### config.mk
export PLATFORM = sky130hd
export DESIGN_NAME = max_heap_priority_queue
export DESIGN_NICKNAME = d
export VERILOG_FILES = /design/src/hw/rtl/mhpq_pkg.sv /design/src/hw/rtl/max_heap_priority_queue.sv /design/src/hw/rtl/mhpq_ram.sv /design/src/hw/rtl/mhpq_datapath.sv /design/src/hw/rtl/mhpq_ctrl.sv
export VERILOG_INCLUDE_DIRS = /design/src /design/src/hw/rtl
export SDC_FILE = /design/constraint.sdc
export NUM_CORES = 2
export LEC_CHECK = 0
export BUFFER_PORTS_ARGS = -buffer_cell sky130_fd_sc_hd__buf_2
export CORE_ASPECT_RATIO = 1.2
export CORE_MARGIN = 8
export CORE_UTILIZATION = 46
export CTS_CLUSTER_SIZE = 20
export DETAILED_ROUTE_END_ITERATION = 16
export PLACE_DENSITY_LB_ADDON = 0.3
export SYNTH_ARGS = -nofsm -noshare
export SYNTH_HDL_FRONTEND = slang
export SYNTH_SLANG_ARGS = --single-unit
### constraint.sdc
create_clock -name clock -period 7.5 [get_ports clock]
set_input_delay 0.375 -clock clock [delete_from_list [all_inputs] [get_ports clock]]
set_output_delay 0.375 -clock clock [all_outputs]
set_load 0.005 [all_outputs]
### src/hw/rtl/assert_macros.svh
// Assertion macros shared by the heap queue datapath and controller.
`ifndef ASSERT_MACROS_SVH
`define ASSERT_MACROS_SVH
`ifndef SYNTHESIS
`define ASSERT_IMPL(label, clk, rst, prop) \
   label: assert property (@(posedge clk) disable iff (rst) prop) else $error("assertion failed");
`define ASSERT_ALWAYS(label, clk, prop) \
   label: assert property (@(posedge clk) prop) else $error("assertion failed");
`else
`define ASSERT_IMPL(label, clk, rst, prop)
`define ASSERT_ALWAYS(label, clk, prop)
`endif
`endif

### src/hw/rtl/mhpq_pkg.sv
// ----------------------------------------------------------------------------
// Heap queue package
// Shared constants, codes and control structures of the heap queue.
// ----------------------------------------------------------------------------
`timescale 1ns / 1ps
`default_nettype none
package mhpq_pkg;
   localparam int unsigned DefaultDepth = 32;
   localparam int unsigned KeyWidth     = 32;
   localparam int unsigned CapWidth     = 6;
   localparam int unsigned StatusWidth  = 4;
   localparam logic [CapWidth-1:0] CapReset = 6'd32;

   typedef enum logic [1:0] {
      CMD_INSERT = 2'd0,
      CMD_DELETE = 2'd1,
      CMD_FIND   = 2'd2,
      CMD_PRINT  = 2'd3
   } cmd_type;

   typedef enum logic [StatusWidth-1:0] {
      ST_INSERTED  = 4'd0,
      ST_DUPLICATE = 4'd1,
      ST_FULL      = 4'd2,
      ST_DELETED   = 4'd3,
      ST_EMPTY     = 4'd4,
      ST_FOUND     = 4'd5,
      ST_NOT_FOUND = 4'd6,
      ST_PRINTED   = 4'd7,
      ST_PRINT_NONE = 4'd8
   } status_type;

   // Address source for the memory read port.
   typedef enum logic [2:0] {
      RA_SCAN, RA_SCAN_NEXT, RA_PARENT, RA_ROOT, RA_TAIL, RA_LEFT, RA_RIGHT
   } raddr_sel_type;

   // Address source for the memory write port.
   typedef enum logic [1:0] {
      WA_POS, WA_CHILD
   } waddr_sel_type;

   // Data source for the memory write port.
   typedef enum logic [1:0] {
      WD_KEY, WD_RDATA, WD_TAIL, WD_BEST
   } wdata_sel_type;

   // Commands from the controller to the datapath.
   typedef struct packed {
      logic          load_req;
      logic          scan_clear;
      logic          scan_step;
      raddr_sel_type raddr_sel;
      logic          rd_en;
      logic          wr_en;
      waddr_sel_type waddr_sel;
      wdata_sel_type wdata_sel;
      logic          pos_to_count;   // insert: position = new count
      logic          pos_to_one;     // delete: position = root
      logic          pos_to_parent;
      logic          pos_to_child;
      logic          count_inc;
      logic          count_dec;
      logic          cap_write;
      logic          save_top;
      logic          save_tail;
      logic          save_left;
      logic          pick_child;     // compare left and right reads
      logic          out_valid;
      status_type    out_status;
      logic          out_use_rdata;  // value from memory read
      logic          out_use_top;
      logic          out_zero;
      logic          out_last_scan;  // last = scan at end of count
   } dp_cmd_type;

   // Status from the datapath to the controller.
   typedef struct packed {
      cmd_type cmd;
      logic    count_zero;
      logic    full;
      logic    scan_done;      // scan index has reached count
      logic    match;          // registered read equals the key
      logic    pos_is_root;
      logic    parent_less;    // registered parent read < key
      logic    has_left;       // 2*pos <= count
      logic    has_right;      // 2*pos+1 <= count
      logic    child_greater;  // chosen child > tail
   } dp_status_type;
endpackage
`default_nettype wire

### src/hw/rtl/max_heap_priority_queue.sv
// ----------------------------------------------------------------------------
// Max-heap priority queue
// Binary max-heap of signed keys with insert, delete-max, find and print.
// ----------------------------------------------------------------------------
// Sequencing: insert and find scan the stored entries, then insert sifts the
// new key up level by level; delete sifts the tail down level by level; print
// gives one item per cycle. All sequencing runs through one memory read port.
// Throughput: one command at a time; busy is high until its last item.
// Reset: synchronous; the heap is empty and capacity is 32. Items cannot be
// stalled by the receiver. Memory contents need no clearing pass.
`timescale 1ns / 1ps
`default_nettype none
module max_heap_priority_queue
   import mhpq_pkg::*;
#(
   parameter int unsigned DEPTH = DefaultDepth
) (
   input  wire logic                  clock,
   input  wire logic                  reset,
   input  wire logic                  start,
   output logic                       busy,
   input  wire logic [1:0]            req_cmd,
   input  wire logic signed [KeyWidth-1:0] req_key,
   input  wire logic                  csr_we,
   input  wire logic [CapWidth-1:0]   csr_wdata,
   output logic                       rsp_valid,
   output logic [StatusWidth-1:0]     rsp_status,
   output logic signed [KeyWidth-1:0] rsp_value,
   output logic                       rsp_last
);
   // The controller steps the memory one access per cycle; the datapath holds
   // count, capacity, positions and the result register.
   dp_cmd_type    dp_cmd;
   dp_status_type dp_status;

   mhpq_ctrl u_ctrl (
      .clock    (clock),
      .reset    (reset),
      .start    (start),
      .csr_we   (csr_we),
      .dp_status(dp_status),
      .dp_cmd   (dp_cmd),
      .busy     (busy)
   );

   mhpq_datapath #(.DEPTH(DEPTH)) u_dp (
      .clock     (clock),
      .reset     (reset),
      .req_cmd   (req_cmd),
      .req_key   (req_key),
      .csr_wdata (csr_wdata),
      .dp_cmd    (dp_cmd),
      .dp_status (dp_status),
      .rsp_valid (rsp_valid),
      .rsp_status(rsp_status),
      .rsp_value (rsp_value),
      .rsp_last  (rsp_last)
   );
endmodule
`default_nettype wire

### src/hw/rtl/mhpq_ram.sv
// ----------------------------------------------------------------------------
// Generic RAM
// Single write port, single read port with registered read data.
// ----------------------------------------------------------------------------
`timescale 1ns / 1ps
`default_nettype none
module mhpq_ram #(
   parameter int unsigned WIDTH = 32,
   parameter int unsigned DEPTH = 32
) (
   input  wire logic                     clock,
   input  wire logic                     wr_en,
   input  wire logic [$clog2(DEPTH)-1:0] wr_addr,
   input  wire logic [WIDTH-1:0]         wr_data,
   input  wire logic                     rd_en,
   input  wire logic [$clog2(DEPTH)-1:0] rd_addr,
   output logic      [WIDTH-1:0]         rd_data
);
   logic [WIDTH-1:0] mem_ff [DEPTH];

   always_ff @(posedge clock) begin
      if (wr_en) begin
         mem_ff[wr_addr] <= wr_data;
      end
      if (rd_en) begin
         rd_data <= mem_ff[rd_addr];
      end
   end
endmodule
`default_nettype wire

### src/hw/rtl/mhpq_datapath.sv
// ----------------------------------------------------------------------------
// Heap queue datapath
// Count, capacity, position registers, heap memory and result registers.
// ----------------------------------------------------------------------------
`timescale 1ns / 1ps
`default_nettype none
module mhpq_datapath
   import mhpq_pkg::*;
#(
   parameter int unsigned DEPTH = DefaultDepth
) (
   input  wire logic                  clock,
   input  wire logic                  reset,
   input  wire logic [1:0]            req_cmd,
   input  wire logic signed [KeyWidth-1:0] req_key,
   input  wire logic [CapWidth-1:0]   csr_wdata,
   input  wire dp_cmd_type            dp_cmd,
   output dp_status_type              dp_status,
   output logic                       rsp_valid,
   output logic [StatusWidth-1:0]     rsp_status,
   output logic signed [KeyWidth-1:0] rsp_value,
   output logic                       rsp_last
);
   // Positions are 1-based; CW holds 0..DEPTH and twice that for child math.
   localparam int unsigned AW = $clog2(DEPTH);
   localparam int unsigned CW = $clog2(DEPTH + 1) + 1;

   cmd_type                  cmd_ff;
   logic signed [KeyWidth-1:0] key_ff, top_ff, tail_ff, best_ff;
   logic [CW-1:0]            count_ff, pos_ff, scan_ff, child_ff;
   logic [CapWidth-1:0]      cap_ff;
   logic signed [KeyWidth-1:0] rdata;
   logic [AW-1:0]            raddr, waddr;
   logic [CW-1:0]            rpos, wpos, left_pos;
   logic signed [KeyWidth-1:0] wdata;
   logic [CW:0]              cap_ext, depth_ext;
   logic                     right_wins;
   logic                     count_cmd;

   assign left_pos = {pos_ff[CW-2:0], 1'b0};

   always_comb begin
      case (dp_cmd.raddr_sel)
         RA_SCAN:      rpos = scan_ff + CW'(1);
         RA_SCAN_NEXT: rpos = scan_ff + CW'(2);
         RA_PARENT:    rpos = {1'b0, pos_ff[CW-1:1]};
         RA_ROOT:      rpos = CW'(1);
         RA_TAIL:      rpos = count_ff;
         RA_LEFT:      rpos = left_pos;
         RA_RIGHT:     rpos = left_pos + CW'(1);
         default:      rpos = CW'(1);
      endcase
      case (dp_cmd.waddr_sel)
         WA_POS:   wpos = pos_ff;
         WA_CHILD: wpos = child_ff;
         default:  wpos = pos_ff;
      endcase
      case (dp_cmd.wdata_sel)
         WD_KEY:   wdata = key_ff;
         WD_RDATA: wdata = rdata;
         WD_TAIL:  wdata = tail_ff;
         WD_BEST:  wdata = best_ff;
         default:  wdata = key_ff;
      endcase
   end

   assign raddr = AW'(rpos - CW'(1));
   assign waddr = AW'(wpos - CW'(1));

   mhpq_ram #(.WIDTH(KeyWidth), .DEPTH(DEPTH)) u_ram (
      .clock  (clock),
      .wr_en  (dp_cmd.wr_en),
      .wr_addr(waddr),
      .wr_data(wdata),
      .rd_en  (dp_cmd.rd_en),
      .rd_addr(raddr),
      .rd_data(rdata)
   );

   assign right_wins = rdata > best_ff;

   always_ff @(posedge clock) begin
      if (reset) begin
         count_ff  <= '0;
         cap_ff    <= CapReset;
         rsp_valid <= 1'b0;
      end else begin
         rsp_valid <= dp_cmd.out_valid;
         if (dp_cmd.cap_write) begin
            cap_ff   <= csr_wdata;
            count_ff <= '0;
         end else if (dp_cmd.count_inc) begin
            count_ff <= count_ff + CW'(1);
         end else if (dp_cmd.count_dec) begin
            count_ff <= count_ff - CW'(1);
         end
      end
   end

   always_ff @(posedge clock) begin
      if (dp_cmd.load_req) begin
         cmd_ff <= cmd_type'(req_cmd);
         key_ff <= req_key;
      end
      if (dp_cmd.scan_clear) begin
         scan_ff <= '0;
      end else if (dp_cmd.scan_step) begin
         scan_ff <= scan_ff + CW'(1);
      end
      if (dp_cmd.pos_to_count) begin
         pos_ff <= count_ff + CW'(1);
      end else if (dp_cmd.pos_to_one) begin
         pos_ff <= CW'(1);
      end else if (dp_cmd.pos_to_parent) begin
         pos_ff <= {1'b0, pos_ff[CW-1:1]};
      end else if (dp_cmd.pos_to_child) begin
         pos_ff <= child_ff;
      end
      if (dp_cmd.save_top) begin
         top_ff <= rdata;
      end
      if (dp_cmd.save_tail) begin
         tail_ff <= rdata;
      end
      if (dp_cmd.save_left) begin
         best_ff  <= rdata;
         child_ff <= left_pos;
      end else if (dp_cmd.pick_child && right_wins) begin
         best_ff  <= rdata;
         child_ff <= left_pos + CW'(1);
      end
      if (dp_cmd.out_valid) begin
         rsp_status <= dp_cmd.out_status;
         rsp_last   <= dp_cmd.out_last_scan ? (scan_ff + CW'(1) == count_ff) : 1'b1;
         if (dp_cmd.out_zero) begin
            rsp_value <= '0;
         end else if (dp_cmd.out_use_top) begin
            rsp_value <= top_ff;
         end else if (dp_cmd.out_use_rdata) begin
            rsp_value <= rdata;
         end else begin
            rsp_value <= key_ff;
         end
      end
   end

   assign cap_ext   = (CW+1)'(cap_ff);
   assign depth_ext = (CW+1)'(DEPTH);

   always_comb begin
      dp_status.cmd           = cmd_ff;
      dp_status.count_zero    = (count_ff == '0);
      dp_status.full          = ((CW+1)'(count_ff) >= cap_ext) ||
                                ((CW+1)'(count_ff) >= depth_ext);
      dp_status.scan_done     = (scan_ff >= count_ff);
      dp_status.match         = (rdata == key_ff);
      dp_status.pos_is_root   = (pos_ff == CW'(1));
      dp_status.parent_less   = (rdata < key_ff);
      dp_status.has_left      = ((CW+1)'(left_pos) <= (CW+1)'(count_ff)) &&
                                !pos_ff[CW-1];
      dp_status.has_right     = ((CW+1)'(left_pos) + (CW+1)'(1) <= (CW+1)'(count_ff)) &&
                                !pos_ff[CW-1];
      dp_status.child_greater = (best_ff > tail_ff);
   end

   // Any command that may move the count.
   assign count_cmd = dp_cmd.cap_write | dp_cmd.count_inc | dp_cmd.count_dec;

   `include "assert_macros.svh"
   `ASSERT_IMPL(a_count_bound, clock, reset, (CW+1)'(count_ff) <= depth_ext)
   `ASSERT_IMPL(a_count_step, clock, reset, !$past(reset) && !$past(count_cmd) |-> $stable(count_ff))
   `ASSERT_IMPL(a_cap_clear, clock, reset, $past(dp_cmd.cap_write) |-> count_ff == '0)
endmodule
`default_nettype wire

### src/hw/rtl/mhpq_ctrl.sv
// ----------------------------------------------------------------------------
// Heap queue controller
// Sequences scan, sift-up, sift-down and print over the heap memory.
// ----------------------------------------------------------------------------
`timescale 1ns / 1ps
`default_nettype none
module mhpq_ctrl
   import mhpq_pkg::*;
(
   input  wire logic    clock,
   input  wire logic    reset,
   input  wire logic    start,
   input  wire logic    csr_we,
   input  dp_status_type dp_status,
   output dp_cmd_type   dp_cmd,
   output logic         busy
);
   typedef enum logic [3:0] {
      S_IDLE, S_DISPATCH, S_SCAN_RD, S_SCAN_CHK, S_UP_RD, S_UP_CHK,
      S_DN_RD, S_DN_SAVE, S_DN_LEFT, S_DN_RIGHT, S_DN_PICK, S_DN_MOVE,
      S_PR_RD, S_PR_OUT
   } state_type;

   state_type state_ff, state_in;
   logic      busy_in;

   always_comb begin
      dp_cmd   = '0;
      state_in = state_ff;
      busy_in  = 1'b1;
      dp_cmd.raddr_sel = RA_SCAN;
      dp_cmd.waddr_sel = WA_POS;
      dp_cmd.wdata_sel = WD_KEY;
      dp_cmd.out_status = ST_INSERTED;
      dp_cmd.cap_write = csr_we;
      case (state_ff)
         S_IDLE: begin
            busy_in = 1'b0;
            if (start) begin
               dp_cmd.load_req   = 1'b1;
               dp_cmd.scan_clear = 1'b1;
               state_in = S_DISPATCH;
               busy_in  = 1'b1;
            end
         end
         S_DISPATCH: begin
            case (dp_status.cmd)
               CMD_INSERT, CMD_FIND: state_in = S_SCAN_RD;
               CMD_DELETE: begin
                  if (dp_status.count_zero) begin
                     dp_cmd.out_valid  = 1'b1;
                     dp_cmd.out_status = ST_EMPTY;
                     dp_cmd.out_zero   = 1'b1;
                     state_in = S_IDLE;
                     busy_in  = 1'b0;
                  end else begin
                     dp_cmd.raddr_sel = RA_ROOT;
                     dp_cmd.rd_en     = 1'b1;
                     state_in = S_DN_RD;
                  end
               end
               default: begin
                  if (dp_status.count_zero) begin
                     dp_cmd.out_valid  = 1'b1;
                     dp_cmd.out_status = ST_PRINT_NONE;
                     dp_cmd.out_zero   = 1'b1;
                     state_in = S_IDLE;
                     busy_in  = 1'b0;
                  end else begin
                     state_in = S_PR_RD;
                  end
               end
            endcase
         end
         S_SCAN_RD: begin
            if (dp_status.scan_done) begin
               dp_cmd.out_valid = 1'b1;
               state_in = S_IDLE;
               busy_in  = 1'b0;
               if (dp_status.cmd == CMD_FIND) begin
                  dp_cmd.out_status = ST_NOT_FOUND;
               end else if (dp_status.full) begin
                  dp_cmd.out_status = ST_FULL;
               end else begin
                  // Start sift-up at the new last position.
                  dp_cmd.out_valid    = 1'b0;
                  dp_cmd.pos_to_count = 1'b1;
                  dp_cmd.count_inc    = 1'b1;
                  state_in = S_UP_RD;
                  busy_in  = 1'b1;
               end
            end else begin
               dp_cmd.raddr_sel = RA_SCAN;
               dp_cmd.rd_en     = 1'b1;
               state_in = S_SCAN_CHK;
            end
         end
         S_SCAN_CHK: begin
            dp_cmd.scan_step = 1'b1;
            state_in = S_SCAN_RD;
            if (dp_status.match) begin
               dp_cmd.out_valid  = 1'b1;
               dp_cmd.out_status = (dp_status.cmd == CMD_FIND) ? ST_FOUND : ST_DUPLICATE;
               state_in = S_IDLE;
               busy_in  = 1'b0;
            end
         end
         S_UP_RD: begin
            if (dp_status.pos_is_root) begin
               dp_cmd.wr_en     = 1'b1;
               dp_cmd.out_valid = 1'b1;
               state_in = S_IDLE;
               busy_in  = 1'b0;
            end else begin
               dp_cmd.raddr_sel = RA_PARENT;
               dp_cmd.rd_en     = 1'b1;
               state_in = S_UP_CHK;
            end
         end
         S_UP_CHK: begin
            if (dp_status.parent_less) begin
               dp_cmd.wr_en         = 1'b1;
               dp_cmd.wdata_sel     = WD_RDATA;
               dp_cmd.pos_to_parent = 1'b1;
               state_in = S_UP_RD;
            end else begin
               dp_cmd.wr_en     = 1'b1;
               dp_cmd.out_valid = 1'b1;
               state_in = S_IDLE;
               busy_in  = 1'b0;
            end
         end
         S_DN_RD: begin
            // Root read is back; fetch the tail next.
            dp_cmd.save_top  = 1'b1;
            dp_cmd.raddr_sel = RA_TAIL;
            dp_cmd.rd_en     = 1'b1;
            state_in = S_DN_SAVE;
         end
         S_DN_SAVE: begin
            dp_cmd.save_tail  = 1'b1;
            dp_cmd.count_dec  = 1'b1;
            dp_cmd.pos_to_one = 1'b1;
            state_in = S_DN_LEFT;
         end
         S_DN_LEFT: begin
            if (dp_status.has_left) begin
               dp_cmd.raddr_sel = RA_LEFT;
               dp_cmd.rd_en     = 1'b1;
               state_in = S_DN_RIGHT;
            end else begin
               dp_cmd.wr_en     = !dp_status.count_zero;
               dp_cmd.wdata_sel = WD_TAIL;
               dp_cmd.out_valid = 1'b1;
               dp_cmd.out_status = ST_DELETED;
               dp_cmd.out_use_top = 1'b1;
               state_in = S_IDLE;
               busy_in  = 1'b0;
            end
         end
         S_DN_RIGHT: begin
            dp_cmd.save_left = 1'b1;
            if (dp_status.has_right) begin
               dp_cmd.raddr_sel = RA_RIGHT;
               dp_cmd.rd_en     = 1'b1;
               state_in = S_DN_PICK;
            end else begin
               state_in = S_DN_MOVE;
            end
         end
         S_DN_PICK: begin
            dp_cmd.pick_child = 1'b1;
            state_in = S_DN_MOVE;
         end
         S_DN_MOVE: begin
            if (dp_status.child_greater) begin
               dp_cmd.wr_en        = 1'b1;
               dp_cmd.wdata_sel    = WD_BEST;
               dp_cmd.pos_to_child = 1'b1;
               state_in = S_DN_LEFT;
            end else begin
               dp_cmd.wr_en     = 1'b1;
               dp_cmd.wdata_sel = WD_TAIL;
               dp_cmd.out_valid = 1'b1;
               dp_cmd.out_status = ST_DELETED;
               dp_cmd.out_use_top = 1'b1;
               state_in = S_IDLE;
               busy_in  = 1'b0;
            end
         end
         S_PR_RD: begin
            dp_cmd.raddr_sel = RA_SCAN;
            dp_cmd.rd_en     = 1'b1;
            state_in = S_PR_OUT;
         end
         S_PR_OUT: begin
            dp_cmd.out_valid     = 1'b1;
            dp_cmd.out_status    = ST_PRINTED;
            dp_cmd.out_use_rdata = 1'b1;
            dp_cmd.out_last_scan = 1'b1;
            dp_cmd.scan_step     = 1'b1;
            if (dp_status.scan_done) begin
               dp_cmd.out_valid = 1'b0;
               state_in = S_IDLE;
               busy_in  = 1'b0;
            end else begin
               // Prefetch the element after the one going out now.
               dp_cmd.raddr_sel = RA_SCAN_NEXT;
               dp_cmd.rd_en     = 1'b1;
               state_in = S_PR_OUT;
            end
         end
         default: begin
            state_in = S_IDLE;
            busy_in  = 1'b0;
         end
      endcase
   end

   always_ff @(posedge clock) begin
      if (reset) begin
         state_ff <= S_IDLE;
         busy     <= 1'b0;
      end else begin
         state_ff <= state_in;
         busy     <= busy_in;
      end
   end

   `include "assert_macros.svh"
   `ASSERT_IMPL(a_busy_state, clock, reset, busy == (state_ff != S_IDLE))
   `ASSERT_IMPL(a_start_leaves_idle, clock, reset, start && !busy |=> state_ff == S_DISPATCH)
   `ASSERT_IMPL(a_single_write, clock, reset, dp_cmd.wr_en |-> !dp_cmd.scan_step)
endmodule
`default_nettype wire
Word level (Yosys, flattened, before mapping)
Memory sizes are Yosys's and may differ from the RTL's. A register that Yosys moved wholly into a read port is not among the register bits.
Cells that the tools add are included.
{ "totals": {"n_memories": 1, "word_cells": 171, "reg_bits": 207, "ram_bits": 1024, "in_bits": 44} }
{ "memory_table": {"columns": ["name", "depth", "width", "read_ports", "rd_ports_with_merged_regs", "wr", "line", "rtl"], "rows": [
  ["u_dp.u_ram.mem_ff", 32, 32, 1, 1, 1, "mhpq_ram.sv:19", "logic [WIDTH-1:0] mem_ff [DEPTH];"]
]} }
{ "classes": {"n_addsub": 8, "n_lt_le_gt_ge": 8, "eq_ne": 27, "reduce_logical": 19, "mux": 91} }
{ "ops": {"columns": ["operator", "count"], "rows": [
  ["two-way mux 32 bit", 4],
  ["one-hot mux 32 bit (4 select lines)", 1],
  ["> comparator 32 bit", 2],
  ["two-way mux 7 bit", 8],
  ["one-hot mux 4 bit (14 select lines)", 1],
  ["two-way mux 4 bit", 11],
  ["two-way mux 1 bit", 38],
  ["== test 32 bit", 1],
  ["< comparator 32 bit", 1],
  ["one-hot mux 4 bit (8 select lines)", 1],
  ["two-way mux 5 bit", 6],
  ["one-hot mux 5 bit (6 select lines)", 1],
  ["== test 4 bit, second input constant", 6],
  ["one-hot mux 4 bit (6 select lines)", 1],
  ["adder 7 x 1 -> 7 bit, second input constant", 3],
  ["two-way mux 3 bit", 6],
  ["== test 4 x 3 -> 1 bit, second input constant", 4],
  ["two-way mux 2 bit", 6],
  ["one-hot mux 1 bit (10 select lines)", 1],
  ["one-hot mux 5 bit (2 select lines)", 1],
  ["subtractor 5 x 1 -> 5 bit, second input constant", 2],
  ["== test 3 bit, second input constant", 3],
  ["adder 7 x 1 -> 8 bit, second input constant", 1],
  ["== test 4 x 2 -> 1 bit, second input constant", 2],
  ["31 further kinds", 42]
]} }

Logic depth before layout (Yosys ltp)
{ "depth": {"ltp_word": 8, "depth_mapped": 21, "ltp_nobuf": 14} }

Modules after synthesis
Synthesis repeated with hierarchy kept, for this count alone.
{ "unflattened": {"hier_cells": 3403, "hier_area_um2": 53488.8} }
{ "modules_own_cells": {"columns": ["mod", "area_per_inst_um2", "seq_area_each_um2", "cells_per_inst", "n_inst"], "rows": [
  ["mhpq_ram", 40812.9, 31710.4, 2260, 1],
  ["mhpq_datapath", 11777.5, 5845.6, 1010, 1],
  ["mhpq_ctrl", 898.4, 100.1, 133, 1]
]} }

Worst setup path before layout
Ideal clock, no wire load.
{ "synth_path": {"path_type": "register to register", "startpoint": "register u_dp.count_ff[3]", "endpoint": "memory u_dp.u_ram.mem_ff[23][0] (enable)", "path_buffers": 1, "t_arrival_ns": 5.322, "slack_ns": 1.677, "required_time_ns": 6.999, "synth_period_minus_slack_ns": 5.823, "stages_incl_launch_ff": 12, "cell_sequence": "dfxtp_1 buf_1 inv_1 ha_1 and4_1 nor2b_1 o21ai_0 nand2_1 nand2_1 o21ai_0 nand2_1 nor4_1"} }
{ "synth_between": {"elab_chain_len": 6, "word_cells_on_any_way": 8, "classes_between": "order compare: 1; mux: 4; reduce/logical: 3"} }
{ "synth_rtl": {"columns": ["element", "line", "rtl"], "rows": [
  ["start: declaration", "mhpq_datapath.sv:30", "logic [CW-1:0] count_ff, pos_ff, scan_ff, child_ff;"],
  ["start signal: assignment", "mhpq_datapath.sv:93", "count_ff <= count_ff + CW'(1);"],
  ["start signal: assignment", "mhpq_datapath.sv:95", "count_ff <= count_ff - CW'(1);"],
  ["less-or-equal comparator 7 bit / zero test 7 bit (equally long branches)", "mhpq_datapath.sv:159, mhpq_datapath.sv:152", null],
  ["logical AND 1 bit / zero test 1 bit (equally long branches)", "mhpq_datapath.sv:159, mhpq_ctrl.sv:152", null],
  ["two-way mux 1 bit *", "mhpq_ctrl.sv:147", "if (dp_status.has_left) begin"],
  ["one-hot mux 1 bit (3 select lines) *", "mhpq_ctrl.sv:36", "case (state_ff)"],
  ["two-way mux 1 bit *", "mhpq_ram.sv:22", "if (wr_en) begin"],
  ["two-way mux 1 bit (not written as such) *", "mhpq_ram.sv:23", "mem_ff[wr_addr] <= wr_data;"],
  ["end: declaration", "mhpq_ram.sv:19", null]
]} }
Every way passes the cells marked *; elsewhere a longest branch is shown, timed or not.

Worst setup path in the final report
{ "layout_path": {"startpoint": "register u_dp.best_ff[17]", "endpoint": "memory u_dp.u_ram.mem_ff[2][30], data pin"} }
{ "layout_between": {"elab_chain_len": 5, "word_cells_on_any_way": 8, "classes_between": "order compare: 1; eq/ne: 3; mux: 3; reduce/logical: 1"} }
{ "layout_rtl": {"columns": ["element", "line", "rtl"], "rows": [
  ["start: declaration", "mhpq_datapath.sv:29", "logic signed [KeyWidth-1:0] key_ff, top_ff, tail_ff, best_ff;"],
  ["start signal: assignment", "mhpq_datapath.sv:126", "best_ff <= rdata;"],
  ["start signal: assignment", "mhpq_datapath.sv:129", "best_ff <= rdata;"],
  ["> comparator 32 bit *", "mhpq_datapath.sv:163", "dp_status.child_greater = (best_ff > tail_ff);"],
  ["two-way mux 1 bit *", "mhpq_ctrl.sv:176", "if (dp_status.child_greater) begin"],
  ["one-hot mux 2 bit (3 select lines) *", "mhpq_ctrl.sv:36", null],
  ["== test 2 bit, or another cell as far along", "mhpq_datapath.sv:58", "case (dp_cmd.wdata_sel)"],
  ["one-hot mux 32 bit (4 select lines) *", "mhpq_datapath.sv:58", null],
  ["named net u_dp.u_ram.wr_data[30]", "mhpq_ram.sv:14", "input wire logic [WIDTH-1:0] wr_data,"]
]} }
Mark *: on every way through the listed nets, which the timed path passes. The rest lies on a longest branch.

==> flow_summary.yaml <==
status:
  status: "completed"
yosys:
  netlist_area_mm2: 0.0525
  synth-async-reset-ratio_pct: 0
  synth_fp_nets: 3095
  synth_cells: 2929
  ys.flop_type: "edfxtp_1"
  synth_edf_count: 1236
  syn_avg_cell_area_um2: 17.9
  yosys.area.top_type: "edfxtp_1"
  ys_seq_elements: 1263
  ys_seq_area_share_pct: 71.8
  yosysTopAreaCellShare_pct: 70.8
  synth.area.top_cells: "edfxtp_1 71%, mux4_2 11%, ha_1 2.9%, nor2_1 1.1%, dfxtp_1 1.0%"
  ys_warn_count: 0
  yosys.cell_types.count: 70
critical_path:
  start_kind: "flip-flop"
  arrival_ns: 6.18
  crit_path_end_kind: "flip-flop"
  worstPathMaxFanout: 32
  ff2ff_path_depth: 12
  crit_type: "reg -> reg"
  crit_required_ns: 7.81
die:
  die_w_um: 324
  die_y_um: 386
  row_count: 135
  die_area_mm2: 0.125
  ios: 83
  initial_core_util_pct: 46.4
  core_mm2: 0.113
final_layout:
  stdcell_count: 4709
  drive_above_1_share_pct: 22.4
  layout.nets: 3270
  postLayoutCoreUtil_pct: 52.6
  area_delta_synth_final_pct: 13.4
sta:
  setup_viol_count_final: 0
  tightest_slew_ns: 1.37
  post-route-min-period_ns: 5.87
  finalCritPeriodShare_pct: 78.3
  skew_ns: 0.0236
  maxSlewViolCount: 0
  hold_violations: 0
  setup_tns_ns: 0
  max_freq_mhz: 170
  slew_headroom_pct: 8.60
  rsz0062_at_grt: "no"
clocking:
  cts_buffers: 115
  cts_hold_buf: 47
  cts.sinks: 1263
  clock_path_buffers: 3
  clk_pin_slew_worst_paths_ns: 0.07
  post_cts_buffers: 0
  clockRootBuffer: "clkbuf_16"
  clk_latency_ns: 0.72
  cts_resized: 0
  cts_tree: "yes"
  h-tree-depth: 3
min_path:
  hold_class: "in -> reg"
  hold_depth: 3
routing:
  post_drt_wl_per_cell_um: 28.5
  drt_iter0_drc: 3326
  routed_wl_um: 134000
  vias: 28500
  vias_per_cell: 6.05
  drc: 0
  drtAntennaViolNets: 0
  firstDrtPassIters: 6
global_routing:
  grt_max_degree: 123
  grt_use_total_pct: 21.2
  grt_pass1_wl_um: 194000
  grt_pass1_vias: 29000
  antenna_found_initial: 4
  overflow: 0
placed_design:
  gp_congestion: 0.902
  dp.final_hpwl_um: 79500
  dp_cells: 4446
  portBuffers: 82
power:
  p_leak_uw: 0.0195
  ir_worst_vdd_mv: 0.195
  power.density_mw_per_mm2: 243
run:
  maxCapViolations: 0
## area by class of cell
class	count	area [um^2]
tap	1507	1890
clock buffer	138	3010
inverter	125	469
clock inverter	76	788
timing repair buffer	216	1600
fill	8746	53500
multi-input combinational	1383	14100
sequential	1263	37700
antenna	1	2.50
## critical path: stages (launching register included)
cell	delay [ns]
edfxtp_1	0.43
ha_1	0.35
a21o_1	0.18
a21o_1	0.17
a21o_1	0.18
a21o_1	0.18
a221o_1	0.38
a2111oi_0	0.63
and3_1	0.42
mux2i_4	1.07
buf_4	0.30
a222oi_1	0.09
a21oi_2	1.07
## logic make-up after synthesis
group	Yosys count	share of synthesized area (%)
AO/OA/AOI/OAI	367	4.96
adder cells (fa/ha/maj)	122	2.91
flip-flops	1263	71.8
XOR/XNOR	33	0.565
buffers and inverters	283	2.35
AND/OR/NAND/NOR	526	4.85
multiplexers	335	12.6
## layer usage
layer	track usage, %	part of all wire [%]	vias up	wire length, um
met3	3.81	8.1	236	10900
met4	7.61	3.4	4	4610
met2	36.0	50	1284	66800
met5	0	0.010	-	14
met1	27.3	39	14800	51700
li1	-	-	12200	-
## path summary, 6_finish.rpt
path / startpoint / end / slack (ns)
worst max-delay path: u_dp.best_ff[17] / u_dp.u_ram.mem_ff[2][30] / 1.63
worst max register to register: u_dp.best_ff[17] / u_dp.u_ram.mem_ff[2][30] / 1.63
worst min register to register: u_dp.child_ff[0] / u_dp.child_ff[0] / 0.45
worst min-delay path: reset / u_dp.rsp_valid / 0.06
## power breakdown
group / internal (uW) / total [uW] / switching (uW) / leakage [uW]
sequential: 7830 / 7870 / 35.4 / 0.0114
combinational: 256 / 669 / 413 / 0.00635
clock: 3320 / 5900 / 2580 / 0.00183
## placed cells by master, fill, tap and decap left out, drive strengths merged, types with 5 or more instances in the layout
cell type	synthesis	final
and2	6	6
xor2	11	11
mux4	256	256
clkinv	0	50
nor4	7	7
dlygate4sd3	0	47
o21a	10	10
nand2b	7	7
a2111oi	5	5
or4	31	31
bufinv	0	13
nand2	144	144
nand4	26	26
mux2	32	32
and3	8	8
clkbuf	104	138
nor2b	53	53
a31oi	7	7
mux2i	47	47
o211ai	7	7
o22ai	37	37
buf	54	169
dfxtp	27	27
o21ai	33	33
o31ai	33	33
nor3	39	39
or3	5	5
a222oi	34	34
a211oi	68	68
a21oi	65	65
inv	125	130
ha	122	122
edfxtp	1236	1236
nor2	150	150
a21o	39	39
nand3	34	34
xnor2	22	22
clkinvlp	0	8
## sequential cells by signal, indices dropped and copies added, names as in the netlist, 32 cells and up
name / cells
u_dp.best_ff: 32
u_dp.key_ff: 32
u_dp.rsp_value: 32
u_dp.tail_ff: 32
u_dp.top_ff: 32
u_dp.u_ram.mem_ff: 1024
u_dp.u_ram.rd_data: 32
## synthesized netlist by cell type (21+ instances only)
cell type     n
edfxtp_1   1236
mux4_2      256
nor2_1      150
nand2_1     144
inv_1       125
ha_1        122
clkbuf_1    104
a211oi_1     68
a21oi_1      65
nor2b_1      53
mux2i_1      47
a21o_1       39
nor3_1       39
o22ai_1      37
a222oi_1     34
nand3_1      34
mux2_2       32
o31ai_1      32
o21ai_0      31
or4_1        31
dfxtp_1      27
nand4_1      26
buf_2        24
xnor2_1      21
## through the flow
step | hold slack (ns) | total power [uW] | instance area [um^2] | worst slack, ns
floorplan | 0.419 | 8430 | 52500 | 1.68
detailed placement | 0.442 | 8660 | 55200 | 1.69
global route | 0.0597 | 14800 | 59500 | 1.37
CTS | 0.00335 | 14500 | 59500 | 1.67
global placement | 0.447 | 8640 | 55200 | 2.02
finish | 0.0636 | 14400 | 59500 | 1.63
Note: power is estimated with default switching activity, not from simulation.
